$ cat src/gzhp_pkg.sv
`default_nettype none
// ----------------------------------------------------------------------------
// gzhp_pkg: shared types and constants of the gzip member header parser
// Field widths, magic and flag constants, error, phase and section codes.
// ----------------------------------------------------------------------------
package gzhp_pkg;

   // Field widths of the request and response items.
   localparam int unsigned BYTE_W   = 8;
   localparam int unsigned SIZE_W   = 31;
   localparam int unsigned FLAGS_W  = 5;
   localparam int unsigned XLEN_W   = 16;

   // Packed bus widths, rounded up to whole bytes.
   localparam int unsigned REQ_DATA_W = 40;
   localparam int unsigned RSP_DATA_W = 40;

   // Header constants.
   localparam logic [7:0] MAGIC_ID1      = 8'h1F;
   localparam logic [7:0] MAGIC_ID2      = 8'h8B;
   localparam logic [7:0] METHOD_DEFLATE = 8'h08;
   localparam logic [7:0] FLG_RESERVED   = 8'hE0;

   // Bit positions inside the FLG byte.
   localparam int unsigned FLG_FHCRC    = 1;
   localparam int unsigned FLG_FEXTRA   = 2;
   localparam int unsigned FLG_FNAME    = 3;
   localparam int unsigned FLG_FCOMMENT = 4;

   // Member size limits.
   localparam logic [SIZE_W-1:0] MIN_MEMBER   = 31'd18;
   localparam logic [SIZE_W-1:0] TRAILER_LEN  = 31'd8;
   // Byte index of OS, the last byte of the fixed header part.
   localparam logic [SIZE_W-1:0] FIXED_LAST   = 31'd9;

   // Error codes reported with a response.
   typedef enum logic [3:0] {
      ERR_NONE    = 4'd0,
      ERR_SHORT   = 4'd1,
      ERR_MAGIC   = 4'd2,
      ERR_METHOD  = 4'd3,
      ERR_FLAGS   = 4'd4,
      ERR_EXTRA   = 4'd5,
      ERR_NAME    = 4'd6,
      ERR_COMMENT = 4'd7,
      ERR_HCRC    = 4'd8,
      ERR_NODATA  = 4'd9
   } err_type;

   // Response phase codes.
   typedef enum logic [1:0] {
      PH_HEADER = 2'd0,
      PH_END    = 2'd1,
      PH_ERROR  = 2'd2,
      PH_PAST   = 2'd3
   } phase_type;

   // Optional header sections, in the order they appear.
   typedef enum logic [2:0] {
      SEC_EXTRA   = 3'd0,
      SEC_NAME    = 3'd1,
      SEC_COMMENT = 3'd2,
      SEC_HCRC    = 3'd3,
      SEC_END     = 3'd4
   } sec_type;

endpackage : gzhp_pkg
`default_nettype wire

$ cat src/gzip_member_header_parser_top.sv
`default_nettype none
// ----------------------------------------------------------------------------
// gzip_member_header_parser_top: gzip member header parser
// Walks the bytes of a gzip member one per request, checks the fixed header,
// skips the optional fields and reports the deflate start or an error code.
// ----------------------------------------------------------------------------
// The response to an accepted request is registered into rsp_tdata the next
// cycle. Throughput: one request per cycle while rsp_tready is high; the byte
// is parsed by a single state and counter update in front of the response
// register, which also acts as the pipeline stage between the two channels.
// Reset: synchronous; the parser waits for a first byte, with every counter
// and the latched error cleared and no response pending.
module gzip_member_header_parser_top
   import gzhp_pkg::*;
(
   input  wire logic                  clock,
   input  wire logic                  reset,
   // Request channel.
   input  wire logic                  req_tvalid,
   output      logic                  req_tready,
   // req_tdata: [7:0] byte_value, [38:8] member_size, [39] zero pad.
   input  wire logic [REQ_DATA_W-1:0] req_tdata,
   // req_tuser: [0] first_byte.
   input  wire logic                  req_tuser,
   // Response channel.
   output      logic                  rsp_tvalid,
   input  wire logic                  rsp_tready,
   // rsp_tdata: [3:0] error_code, [34:4] data_offset, [39:35] header_flags.
   output      logic [RSP_DATA_W-1:0] rsp_tdata,
   // rsp_tuser: [1:0] phase.
   output      logic [1:0]            rsp_tuser
);

   typedef enum logic [3:0] {
      ST_DONE,
      ST_FIXED,
      ST_XLO,
      ST_XHI,
      ST_XSKIP,
      ST_NAME,
      ST_COMMENT,
      ST_HCRC1,
      ST_HCRC2
   } state_type;

   // Outcome of entering the next present header section.
   typedef struct packed {
      state_type st;
      logic      fail;
      logic      finish;
      err_type   code;
   } enter_type;

   // Parser state.
   state_type          state_ff,  state_in;
   logic [SIZE_W-1:0]  pos_ff,    pos_in;
   logic [SIZE_W-1:0]  limit_ff,  limit_in;
   logic [FLAGS_W-1:0] flags_ff,  flags_in;
   logic [XLEN_W-1:0]  xrem_ff,   xrem_in;
   logic [BYTE_W-1:0]  xlow_ff,   xlow_in;
   err_type            err_ff,    err_in;

   // Response register.
   logic               rsp_valid_ff;
   phase_type          phase_ff,  phase_in;
   err_type            code_ff,   code_in;
   logic [SIZE_W-1:0]  offset_ff, offset_in;

   logic               accept;
   logic [BYTE_W-1:0]  in_byte;
   logic [SIZE_W-1:0]  in_size;
   logic               in_first;

   assign in_byte  = req_tdata[BYTE_W-1:0];
   assign in_size  = req_tdata[BYTE_W+SIZE_W-1:BYTE_W];
   assign in_first = req_tuser;

   assign req_tready = !rsp_valid_ff || rsp_tready;
   assign accept     = req_tvalid && req_tready;

   assign rsp_tvalid = rsp_valid_ff;
   assign rsp_tuser  = phase_ff;
   assign rsp_tdata  = {flags_ff, offset_ff, code_ff};

   // Pick the first present section at or after sec, with the next byte at off.
   function automatic enter_type enter_section(
      input sec_type           sec,
      input logic [31:0]       off,
      input logic [FLAGS_W-1:0] flg,
      input logic [SIZE_W-1:0] lim
   );
      enter_type   r;
      logic [32:0] off_w;
      logic [32:0] off2_w;
      logic [32:0] lim_w;
      off_w  = {1'b0, off};
      off2_w = off_w + 33'd2;
      lim_w  = {2'b00, lim};
      r      = '{st: ST_DONE, fail: 1'b0, finish: 1'b0, code: ERR_NONE};
      if (sec <= SEC_EXTRA && flg[FLG_FEXTRA]) begin
         if (off2_w > lim_w) begin
            r.fail = 1'b1;
            r.code = ERR_EXTRA;
         end else begin
            r.st = ST_XLO;
         end
      end else if (sec <= SEC_NAME && flg[FLG_FNAME]) begin
         if (off_w >= lim_w) begin
            r.fail = 1'b1;
            r.code = ERR_NAME;
         end else begin
            r.st = ST_NAME;
         end
      end else if (sec <= SEC_COMMENT && flg[FLG_FCOMMENT]) begin
         if (off_w >= lim_w) begin
            r.fail = 1'b1;
            r.code = ERR_COMMENT;
         end else begin
            r.st = ST_COMMENT;
         end
      end else if (sec <= SEC_HCRC && flg[FLG_FHCRC]) begin
         if (off2_w > lim_w) begin
            r.fail = 1'b1;
            r.code = ERR_HCRC;
         end else begin
            r.st = ST_HCRC1;
         end
      end else if (off_w >= lim_w) begin
         r.fail = 1'b1;
         r.code = ERR_NODATA;
      end else begin
         r.finish = 1'b1;
      end
      return r;
   endfunction

   // Next state and response for the byte in the request.
   always_comb begin
      logic        do_fail;
      err_type     fail_code;
      logic        do_enter;
      sec_type     enter_sec;
      logic [31:0] enter_off;
      logic [31:0] next_off;
      logic [32:0] xend;
      logic [15:0] xlen;
      enter_type   er;

      state_in  = state_ff;
      pos_in    = pos_ff;
      limit_in  = limit_ff;
      flags_in  = flags_ff;
      xrem_in   = xrem_ff;
      xlow_in   = xlow_ff;
      err_in    = err_ff;
      phase_in  = PH_HEADER;
      code_in   = ERR_NONE;
      offset_in = '0;

      do_fail   = 1'b0;
      fail_code = ERR_NONE;
      do_enter  = 1'b0;
      enter_sec = SEC_EXTRA;
      enter_off = '0;

      // Offset of the byte after this one; it may reach 2^31.
      next_off  = {1'b0, pos_ff + 31'd1} + 32'd1;
      xlen      = {in_byte, xlow_ff};
      xend      = {1'b0, next_off} + {17'd0, xlen};
      er        = '{st: ST_DONE, fail: 1'b0, finish: 1'b0, code: ERR_NONE};

      if (in_first) begin
         // Start of a new member: drop whatever was in progress.
         pos_in   = '0;
         flags_in = '0;
         xrem_in  = '0;
         xlow_in  = '0;
         err_in   = ERR_NONE;
         limit_in = '0;
         if (in_size < MIN_MEMBER) begin
            do_fail   = 1'b1;
            fail_code = ERR_SHORT;
         end else begin
            limit_in = in_size - TRAILER_LEN;
            if (in_byte != MAGIC_ID1) begin
               do_fail   = 1'b1;
               fail_code = ERR_MAGIC;
            end else begin
               state_in = ST_FIXED;
            end
         end
      end else if (state_ff == ST_DONE) begin
         // Bytes past the header or after an error.
         phase_in = PH_PAST;
         code_in  = err_ff;
      end else begin
         pos_in = pos_ff + 31'd1;
         unique case (state_ff)
            ST_FIXED: begin
               if (pos_in == 31'd1) begin
                  if (in_byte != MAGIC_ID2) begin
                     do_fail   = 1'b1;
                     fail_code = ERR_MAGIC;
                  end
               end else if (pos_in == 31'd2) begin
                  if (in_byte != METHOD_DEFLATE) begin
                     do_fail   = 1'b1;
                     fail_code = ERR_METHOD;
                  end
               end else if (pos_in == 31'd3) begin
                  flags_in = in_byte[FLAGS_W-1:0];
                  if ((in_byte & FLG_RESERVED) != 8'd0) begin
                     do_fail   = 1'b1;
                     fail_code = ERR_FLAGS;
                  end
               end else if (pos_in >= FIXED_LAST) begin
                  do_enter  = 1'b1;
                  enter_sec = SEC_EXTRA;
                  enter_off = 32'd10;
               end
            end
            ST_XLO: begin
               xlow_in  = in_byte;
               state_in = ST_XHI;
            end
            ST_XHI: begin
               xrem_in = xlen;
               if (xend > {2'b00, limit_ff}) begin
                  do_fail   = 1'b1;
                  fail_code = ERR_EXTRA;
               end else if (xlen == 16'd0) begin
                  do_enter  = 1'b1;
                  enter_sec = SEC_NAME;
                  enter_off = next_off;
               end else begin
                  state_in = ST_XSKIP;
               end
            end
            ST_XSKIP: begin
               xrem_in = xrem_ff - 16'd1;
               if (xrem_in == 16'd0) begin
                  do_enter  = 1'b1;
                  enter_sec = SEC_NAME;
                  enter_off = next_off;
               end
            end
            ST_NAME, ST_COMMENT: begin
               if (in_byte == 8'd0) begin
                  do_enter  = 1'b1;
                  enter_sec = (state_ff == ST_NAME) ? SEC_COMMENT : SEC_HCRC;
                  enter_off = next_off;
               end else if ({1'b0, next_off} >= {2'b00, limit_ff}) begin
                  do_fail   = 1'b1;
                  fail_code = (state_ff == ST_NAME) ? ERR_NAME : ERR_COMMENT;
               end
            end
            ST_HCRC1: begin
               state_in = ST_HCRC2;
            end
            ST_HCRC2: begin
               do_enter  = 1'b1;
               enter_sec = SEC_END;
               enter_off = next_off;
            end
            default: begin
               state_in = ST_DONE;
               phase_in = PH_PAST;
               code_in  = err_ff;
            end
         endcase
      end

      // Move on to the next section, which may end the header.
      if (do_enter) begin
         er = enter_section(enter_sec, enter_off, flags_ff, limit_ff);
         if (er.fail) begin
            do_fail   = 1'b1;
            fail_code = er.code;
         end else if (er.finish) begin
            state_in  = ST_DONE;
            err_in    = ERR_NONE;
            phase_in  = PH_END;
            offset_in = enter_off[SIZE_W-1:0];
         end else begin
            state_in = er.st;
         end
      end

      // An error ends the parse and is latched for the bytes that follow.
      if (do_fail) begin
         state_in = ST_DONE;
         err_in   = fail_code;
         phase_in = PH_ERROR;
         code_in  = fail_code;
      end
   end

   // Parser state and response register.
   always_ff @(posedge clock) begin
      if (reset) begin
         state_ff     <= ST_DONE;
         pos_ff       <= '0;
         limit_ff     <= '0;
         flags_ff     <= '0;
         xrem_ff      <= '0;
         xlow_ff      <= '0;
         err_ff       <= ERR_NONE;
         rsp_valid_ff <= 1'b0;
         phase_ff     <= PH_HEADER;
         code_ff      <= ERR_NONE;
         offset_ff    <= '0;
      end else begin
         if (accept) begin
            state_ff     <= state_in;
            pos_ff       <= pos_in;
            limit_ff     <= limit_in;
            flags_ff     <= flags_in;
            xrem_ff      <= xrem_in;
            xlow_ff      <= xlow_in;
            err_ff       <= err_in;
            rsp_valid_ff <= 1'b1;
            phase_ff     <= phase_in;
            code_ff      <= code_in;
            offset_ff    <= offset_in;
         end else if (rsp_tready) begin
            rsp_valid_ff <= 1'b0;
         end
      end
   end

`ifndef SYNTH
   // A short member is rejected in the response to its first byte.
   a_short_member: assert property (@(posedge clock) disable iff (reset)
      (accept && in_first && in_size < MIN_MEMBER) |=>
         (rsp_valid_ff && phase_ff == PH_ERROR && code_ff == ERR_SHORT))
      else $error("short member not rejected");

   // A header end carries no error code.
   a_end_no_error: assert property (@(posedge clock) disable iff (reset)
      (rsp_valid_ff && phase_ff == PH_END) |-> (code_ff == ERR_NONE))
      else $error("header end reported with an error code");

   // Inside the header neither an error nor an offset is reported.
   a_header_quiet: assert property (@(posedge clock) disable iff (reset)
      (rsp_valid_ff && phase_ff == PH_HEADER) |->
         (code_ff == ERR_NONE && offset_ff == '0))
      else $error("header phase carries error or offset");

   // An active parse always has room for the fixed header before the trailer.
   a_limit_room: assert property (@(posedge clock) disable iff (reset)
      (state_ff != ST_DONE) |-> (limit_ff >= MIN_MEMBER - TRAILER_LEN))
      else $error("parse active with a trailer limit below the minimum");
`endif

endmodule : gzip_member_header_parser_top
`default_nettype wire

$ cat config.mk
export PLATFORM = sky130hd
export DESIGN_NAME = gzip_member_header_parser_top
export DESIGN_NICKNAME = d
export VERILOG_FILES = /design/src/gzhp_pkg.sv /design/src/gzip_member_header_parser_top.sv
export SDC_FILE = /design/constraint.sdc
export NUM_CORES = 1
export LEC_CHECK = 0
export BUFFER_PORTS_ARGS = -buffer_cell sky130_fd_sc_hd__buf_4
export CORE_UTILIZATION = 55
export DETAILED_ROUTE_END_ITERATION = 12
export GPL_TIMING_DRIVEN = 0
export PLACE_DENSITY = 0.73
export SLEW_MARGIN = 5
export SYNTH_ARGS = -nofsm -noshare
export SYNTH_HDL_FRONTEND = slang
export SYNTH_SLANG_ARGS = --single-unit
$ cat constraint.sdc
create_clock -name clock -period 13.4 [get_ports clock]
set_clock_uncertainty 0.15 [all_clocks]
set_input_delay 2.68 -clock clock [delete_from_list [all_inputs] [get_ports clock]]
set_output_delay 2.68 -clock clock [all_outputs]
set_load 0.005 [all_outputs]
=== Word level (Yosys, flattened, before mapping) ===
Index checks and enable logic that the tools add are counted.

* Register bits: 137
* Input bits: 45
* Output and inout bits: 44
* Logic and storage cells: 206

* Add/sub/neg operators: 6
* $lt $le $gt $ge: 10
* Eq/ne operators: 17
* Muxes and demuxes: 137
* Reduce and logical (&&, ||, !) cells: 25

{| class="wikitable"
|+ Operators by type and width
! operator !! number
|-
| $mux W32 || 6
|-
| $mux W31 || 6
|-
| $pmux W32 S5 || 1
|-
| $mux W4 || 36
|-
| $gt A33 B31 Y1 || 2
|-
| $ge A32 B31 Y1 || 2
|-
| $eq A31 B2 Y1 const B || 2
|-
| $mux W5 || 10
|-
| $mux W1 || 41
|-
| $mux W3 || 13
|-
| $add A32 B16 Y33 || 1
|-
| $add A32 B2 Y33 const B || 1
|-
| $add A31 B1 Y32 const B || 1
|-
| $logic_not A16 Y1 || 2
|-
| $mux W16 || 2
|-
| $pmux W16 S2 || 1
|-
| $add A31 B1 Y31 const B || 1
|-
| $eq A31 B1 Y1 const B || 1
|-
| $ge A31 B4 Y1 const B || 1
|-
| $lt A31 B5 Y1 const B || 1
|-
| $sub A31 B4 Y31 const B || 1
|-
| $mux W2 || 13
|-
| $mux W8 || 3
|-
| $eq A4 B3 Y1 const B || 4
|-
| other kinds (29) || 43
|}

=== Logic depth before layout (Yosys ltp) ===
Gate-level depths: netlist of run 1.

* Depth after elaboration: 21
* Gate-level depth with buffers: 54
* Mapped depth without buffers: 52

=== Least setup slack after synthesis of run 1 ===
OpenSTA, ideal clock, no wires.

* Kind: input-to-reg
* From: in req_tdata[0]
* To: reg state_ff[0]
* Library setup time: 0.059 ns
* Arrival: 9.973 ns
* Required time: 13.191 ns
* Slack: 3.218 ns
* Stages: 40
* Path buffers: 2
* Cell sequence: ha_1 a21boi_0 o21ai_0 a21oi_1 o211ai_1 a21oi_1 o21ai_1 xnor2_1 ha_1 a21o_1 a21o_1 a21o_1 a21o_1 a21oi_1 o21ai_0 nor4_1 o2111ai_1 a31oi_4 [... 4 more ...] ha_1 and2_1 and2_1 nand2_1 xnor2_1 ha_1 a21o_1 a211oi_1 nor2_1 a211oi_1 o21ai_0 a21oi_1 nand4_1 a21oi_1 o211ai_2 and3_1 nor3_1 a22o_1

* Cells in the longest elaborated chain, start to end: 18
* Elaborated cells between the ends (all ways): 76
* Those cells by class: add/sub: 2; order compare: 7; eq/ne: 3; mux: 58; reduce/logical: 6

{| class="wikitable"
|+ RTL lines
! what !! RTL line !! source
|-
| start: declaration || gzip_member_header_parser_top.sv:22 || <nowiki>input wire logic [REQ_DATA_W-1:0] req_tdata,</nowiki>
|-
| $add A32 B16 Y33 or $logic_not A16 Y1 (tied branches) || gzip_member_header_parser_top.sv:169, gzip_member_header_parser_top.sv:231 ||
|-
| $gt A33 B31 Y1 or $mux W32 (tied branches) || gzip_member_header_parser_top.sv:228, gzip_member_header_parser_top.sv:231 ||
|-
| $mux W32 || gzip_member_header_parser_top.sv:228 || <nowiki>if (xend > {2'b00, limit_ff}) begin</nowiki>
|-
| $pmux W32 S5 || gzip_member_header_parser_top.sv:198 || <nowiki>unique case (state_ff)</nowiki>
|-
| $mux W32 || gzip_member_header_parser_top.sv:192 || <nowiki>end else if (state_ff == ST_DONE) begin</nowiki>
|-
| $mux W32 || gzip_member_header_parser_top.sv:172 || <nowiki>if (in_first) begin</nowiki>
|-
| $add A32 B2 Y33 || gzip_member_header_parser_top.sv:97 || <nowiki>off2_w = off_w + 33'd2;</nowiki>
|-
| $gt A33 B31 Y1 || gzip_member_header_parser_top.sv:101, gzip_member_header_parser_top.sv:122 ||
|-
| [... 2 more ...] || n/a ||
|-
| $mux W5 || gzip_member_header_parser_top.sv:114 || <nowiki>end else if (sec <= SEC_COMMENT && flg[FLG_FCOMMENT]) begin</nowiki>
|-
| $mux W5 || gzip_member_header_parser_top.sv:107 || <nowiki>end else if (sec <= SEC_NAME && flg[FLG_FNAME]) begin</nowiki>
|-
| $mux W5 || gzip_member_header_parser_top.sv:100 || <nowiki>if (sec <= SEC_EXTRA && flg[FLG_FEXTRA]) begin</nowiki>
|-
| $mux W5 || gzip_member_header_parser_top.sv:274 || <nowiki>if (do_enter) begin</nowiki>
|-
| $mux W4 || gzip_member_header_parser_top.sv:279 || <nowiki>end else if (er.finish) begin</nowiki>
|-
| $mux W4 || gzip_member_header_parser_top.sv:276 || <nowiki>if (er.fail) begin</nowiki>
|-
| $mux W4 || gzip_member_header_parser_top.sv:274 ||
|-
| $mux W4 (*) || gzip_member_header_parser_top.sv:290 || <nowiki>if (do_fail) begin</nowiki>
|-
| end signal: assignment || gzip_member_header_parser_top.sv:314 || <nowiki>state_ff <= state_in;</nowiki>
|-
| end: declaration || gzip_member_header_parser_top.sv:55 || <nowiki>state_type state_ff, state_in;</nowiki>
|}

Mark *: on every way between the ends. The rest lies on a longest branch, timed or not. The select of a mux whose other input is x is not followed.
A chain may end at the register's enable or synchronous reset.

=== Final worst setup path of run 1 ===
* From: reg pos_ff[0]
* To: reg err_ff[3]

* Cells in the longest elaborated chain, start to end: 20
* Elaborated cells between the ends (all ways): 83
* Those cells by class: add/sub: 4; order compare: 9; eq/ne: 3; mux: 63; reduce/logical: 4

{| class="wikitable"
|+ RTL lines
! what !! RTL line !! source
|-
| start: declaration || gzip_member_header_parser_top.sv:56 || <nowiki>logic [SIZE_W-1:0] pos_ff, pos_in;</nowiki>
|-
| start signal: assignment || gzip_member_header_parser_top.sv:315 || <nowiki>pos_ff <= pos_in;</nowiki>
|-
| $add A31 B1 Y31 (*) || gzip_member_header_parser_top.sv:167, gzip_member_header_parser_top.sv:197 ||
|-
| branches (longest 18 deep; another with $add A32 B16 Y33) || n/a ||
|-
| $mux W4 (*) || gzip_member_header_parser_top.sv:290 ||
|-
| end signal: assignment || gzip_member_header_parser_top.sv:320 || <nowiki>err_ff <= err_in;</nowiki>
|-
| end: declaration || gzip_member_header_parser_top.sv:61 || <nowiki>err_type err_ff, err_in;</nowiki>
|}

Every way passes the cells marked *. The select of a mux whose other input is x is not followed.

==> metrics.txt, run 1 <==
antenna cells 0; first-pass GRT wire length 78700 um; Yosys reg bits 137; Async SR Flop Fraction 0%; area post-placement 14900 um2; Final Hold Fails 0; Ys Warns 0; GPL Wtd Cong 1.04; fin. max-slew vios 0; Yosys top cell area share 19.8%; largest net degree at the start of global routing 17; Die Ht 161 um; Hold Crit Start offset_ff[29]; leakage power 6.46 nW; design area 15700 um2; Synth Area in Compound Gates 23.1%; CP startpoint pos_ff[0]; CP Capture Type flop; Congestion Overflow GR 0; # setup viols final 0; Core Util, Final 63.8%; clock sinks 137; Yosys cell types 94; WP buf/inv 6; CTS clock-pin slew for the worst setup and hold paths 0.07 ns; status finished, final reports clean; wirelength, routed 51100 um; fin crit period 12.78 ns; Starting Density 56.6%; XOR/XNOR Fraction of Synth Area 8.71%; slowest stage cell, crit path dfxtp_1; largest cells by area after synthesis dfxtp_1, ha_1, nor2_1, xnor2_1, a21oi_1; syn_nets 2084; initial antenna violation count 0; Via Count 15100; critical path fanouts, max 10; Max H-tree Level 4; setup ws final 0.623 ns; reg2reg start pos_ff[0]; ys flop type dfxtp_1; CTS max path bufs 2; crit path launch type flop; cell taking the most area after synthesis dfxtp_1; average wire per standard cell 21.9 um; Layout area overhead 12.8%; Post-DRT Antenna Nets 0; GRT Overall Usage 39.1%; crit-path max cell delay 0.56 ns; P per Cell Area 69.6 nW/um2; DP Worst Slack -0.411 ns; root buf cell clkbuf_16; drt pass-1 iters 9; Mapped Cells 1888; mux contribution to synthesized area 0.541%; RSZ-0062 raised after global routing false; Hold Crit Class flop to flop; Max-cap violations 0; VDD IR max 76.2 uV; total CTS buffers 17; row cnt 57; Initial DRC Count 1501; Post-Syn Area 13900 um2; IO buf count 87; Synth Area in Adders 13.7%; hpwl dp 40000 um; vias in the first global route 13900; Top delay family on crit path compound AO/OA/AOI/OAI gates; period utilization 95.4%; Fmax 78.3 MHz; die width 161 um; largest family of logic cells by synthesized area simple AND/OR/NAND/NOR gates; io pins 89; clk_lat worst skew 0.45 ns; area of the die 25900 um2; vias per cell 6.47; worst-margin pin slew 1.33 ns; Syn Area/Cell 7.35 um2; Core Region 24500 um2; CTS tree built; normalized max-slew margin 10.6%; DRC violations left 0; EDFF count, synth 0; layout cell share with drive strength beyond 1 9.76%; nets@finish 2192; final-layout fill cell count 2322; register area share after synthesis 19.8%; CP required 13.59 ns; simple-gate share of the synthesized area 29.2%; crit path DAT 12.97 ns; WS Path Type flop to flop
[cell families (layout without fill, tap and decap cells)]
kind of cell	Yosys count	count (layout)
xor+xnor	138	138
mux	7	7
compound gates	474	474
flops	137	137
simple gates	807	807
buf+inv	174	295
fa+ha+maj	151	151
[final timing paths]
path / to / slack, ns / cells past startpoint
max: err_ff[3] / 0.62 / 53
max reg2reg: err_ff[3] / 0.62 / 53
min: offset_ff[29] / 0.30 / 2
min reg2reg: offset_ff[29] / 0.30 / 2
[metrics by stage]
| step | std cells | total power, W | hold slack [ns] | TNS, ns |
|---|---|---|---|---|
| floorplan | 1888 | 0.000507 | 0.282 | 0 |
| global route | 2333 | 0.00112 | 0.318 | 0 |
| global placement | 2299 | 0.000563 | 0.289 | -1.72 |
| finish | 2333 | 0.00109 | 0.303 | 0 |
| CTS | 2331 | 0.00109 | 0.306 | 0 |
| detailed placement | 2299 | 0.000565 | 0.295 | -2.90 |
[report_power, final]
part	internal, W	total [W]	switching (W)	leakage (nW)
Clock	0.000287	0.000527	0.000240	0.308
Sequential	0.000413	0.000417	0.00000389	1.11
Combinational	0.0000510	0.000146	0.0000948	5.04
[synth_stat cells, drive strengths merged, types with 16 or more instances]
cell and number:
a22oi 67, and3 19, clkbuf 75, nor4 40, nor2b 24, o21ai 81
nor2 253, ha 150, xor2 56, a21o 52, nand2 151, and2 31
o21a 16, nand4 48, nand3 88, dfxtp 137, xnor2 82, a21oi 133
inv 82, buf 17, nor3 54, nand2b 17, a211oi 19
[what timing repair did]
action | in CTS | in global routing
buffers inserted | 0 | 2
resized for setup | 4 | 12
hold buffers | 0 | 0
endpoints found under the setup margin | 11 | 22
pin swaps | 0 | 1
[state kept, by name (all words and copies together), names as in the netlist]
| signal | cells |
|---|---|
| limit_ff | 31 |
| code_ff | 4 |
| xlow_ff | 8 |
| xrem_ff | 16 |
| state_ff | 4 |
| offset_ff | 31 |
| rsp_tuser | 2 |
| err_ff | 4 |
| flags_ff | 5 |
| pos_ff | 31 |
| rsp_tvalid | 1 |
[worst min-delay path: stages (launching register included)]
cell and delay (ns):
dfxtp_1 0.31, nand2_1 0.05, a21oi_1 0.05
[routing by layer]
layer  global-route usage, %  wire [um]  up-vias
met1                    51.5      21300     7040
met2                    62.1      22300      811
li1                        -          -     7092
met3                    5.89       4670      163
met4                    19.7       2860        0
met5                       0          0        -
[layout make-up]
class | instances | area (um2) | area share, %
clock buffer | 17 | 425 | 2.72
tap | 324 | 405 | 2.59
buffer | 92 | 392 | 2.50
timing repair buffer | 89 | 668 | 4.27
inverter | 82 | 308 | 1.97
clock inverter | 15 | 196 | 1.25
sequential | 137 | 2740 | 17.5
multi-input combinational | 1577 | 10500 | 67.2
[cells in the final DEF, fill, tap and decap left out, types with 10 or more instances in the layout]
cell type,count
or3_1,15
a211oi_1,17
o21ai_0,72
xor2_1,52
clkbuf_16,17
nor2_1,252
inv_1,82
nand2b_1,17
o21a_1,16
nor2b_1,24
nand3_1,88
nor3_1,53
clkbuf_1,71
nand2_1,151
nand4_1,46
or4_1,13
a22oi_1,57
a21o_1,52
dfxtp_1,137
buf_4,92
and3_1,17
and2_1,30
xnor2_1,80
and4_1,10
a22oi_2,10
nor4_1,34
ha_1,150
a21oi_1,128
(Power assumes the default switching activity.)
==> run 2: changes to the inputs <==
- CELL_PAD_IN_SITES_DETAIL_PLACEMENT: default -> 0
- CELL_PAD_IN_SITES_GLOBAL_PLACEMENT: default -> 2
- CORE_UTILIZATION: 55 -> 39
- PLACE_DENSITY: 0.73 -> default
- PLACE_DENSITY_LB_ADDON: default -> 0.1
- clock period: 13.4 -> 15.07 ns (I/O delays scaled with it)
==> metrics.txt, run 2 (synthesis results as in run 1) <==
VDD IR max 82.7 uV; largest net degree at the start of global routing 17; Die Ht 191 um; leakage power 6.38 nW; initial antenna violation count 0; FF-to-FF path depth 51; root buf cell clkbuf_16; Layout area overhead 13.0%; drt pass-1 iters 5; Switch Pwr 0.000281 W; period utilization 94.8%; Setup crit end state_ff[0]; Hold Crit Class flop to flop; RR Endpoint state_ff[0]; Starting Density 39.9%; total CTS buffers 17; Post-DRT Antenna Nets 0; Max H-tree Level 4; hpwl dp 44300 um; die width 191 um; sw frac 30.4%; average wire per standard cell 22.4 um; reg2reg start pos_ff[0]; GPL Wtd Cong 0.912; flop2flop setup slack 0.79 ns; Setup TNS 0 ns; fin. max-slew vios 0; critical path fanouts, max 10; slowest stage cell, crit path xnor2_1; CP Capture Type flop; register share of total power 40.2%; clock sinks 137; Clk pwr share 45.9%; Congestion Overflow GR 0; vias in the first global route 13700; cell-internal power 0.000644 W; P per Cell Area 58.9 nW/um2; CTS clock-pin slew for the worst setup and hold paths 0.07 ns; Core Region 34800 um2; first-pass GRT wire length 83400 um; row cnt 68; Max-cap violations 0; CP required 15.33 ns; area of the die 36300 um2; Initial DRC Count 873; layout cell share with drive strength beyond 1 9.06%; RSZ-0062 raised after global routing false; Via Count 14500; commonest non-fill, non-tap cell in the layout nor2_1; Final Hold Fails 0; hold buffer count at cts 0; vias per cell 5.90; status finished, final reports clean; fin crit period 14.28 ns; post-placement cell count 2431; GRT Overall Usage 30.4%; # setup viols final 0; IO buf count 87; io pins 89; CTS tree built; DRC violations left 0; crit-path max cell delay 0.96 ns; WS Path Type flop to flop; worst-margin pin slew 1.38 ns; normalized max-slew margin 7.85%; crit path launch type flop; most frequent cells in the layout nor2_1, nand2_1, ha_1, dfxtp_1, a21oi_1; final cell count without fillers 2463; CP startpoint pos_ff[0]; antenna cells 0; nets@finish 2191; Logic pwr share 14.0%; Largest regs limit_ff x31, offset_ff x31, pos_ff x31; wirelength, routed 55200 um; CTS max path bufs 2; setup bufs post-CTS 0; crit path DAT 14.54 ns; post-CTS sizing 0; clk_lat worst skew 0.47 ns; Fmax 70.0 MHz
==> run 2: per-layer routing <==
layer	share of wire (%)	track usage (%)	wire [um]
met1	46	40.1	25400
met2	48	52.1	26300
met3	4.3	3.44	2390
met4	2.1	8.58	1140
met5	0	0	0
==> run 2: power groups by stage <==
stage | registers [W] | logic (W) | clock network, W
finish | 0.000372 | 0.000129 | 0.000424
global route | 0.000372 | 0.000140 | 0.000445
CTS | 0.000372 | 0.000129 | 0.000430
detailed placement | 0.000380 | 0.000128 | 0
global placement | 0.000380 | 0.000127 | 0
floorplan | 0.000378 | 0.0000726 | 0
==> run 2: worst max-delay path, delay by kind of cell (launching register included) <==
| family | cells | cell delay, ns |
|---|---|---|
| buf+inv | 4 | 1.67 |
| xor+xnor | 3 | 1.28 |
| flops | 1 | 0.59 |
| simple gates | 12 | 2.90 |
| compound gates | 27 | 5.92 |
| fa+ha+maj | 5 | 1.70 |
==> run 2: cell type report <==
| cell class | count | area [um2] |
|---|---|---|
| Tap cell | 455 | 569 |
| Timing Repair Buffer | 88 | 661 |
| Buffer | 92 | 389 |
| Multi-Input combinational cell | 1577 | 10500 |
| Clock inverter | 13 | 121 |
| Sequential cell | 137 | 2740 |
| Inverter | 82 | 308 |
| Clock buffer | 19 | 443 |
| Fill cell | 3604 | 19100 |
==> run 2: worst min path at each step <==
stage | startpoint | end | slack, ns | cells past startpoint
CTS | limit_ff[13] | limit_ff[13] | 0.30 | 2
finish | limit_ff[9] | limit_ff[9] | 0.30 | 2
detailed placement | limit_ff[11] | limit_ff[11] | 0.30 | 2
global route | offset_ff[14] | offset_ff[14] | 0.31 | 2
floorplan | limit_ff[1] | limit_ff[1] | 0.28 | 2
global placement | offset_ff[1] | offset_ff[1] | 0.29 | 2
==> run 2: per-stage QoR <==
stage                     power [W]  worst slack, ns  utilization [%]  hold WS, ns  cell area (um2)
after detailed placement   0.000508             1.19             43.5        0.295            15100
after CTS                  0.000931             1.14             45.1        0.305            15700
after floorplan            0.000451             4.55                -        0.282            13900
final                      0.000925            0.787             45.1        0.303            15700
after global routing       0.000957          0.00276             45.1        0.314            15700
after global placement     0.000507            0.944             43.4        0.290            15100
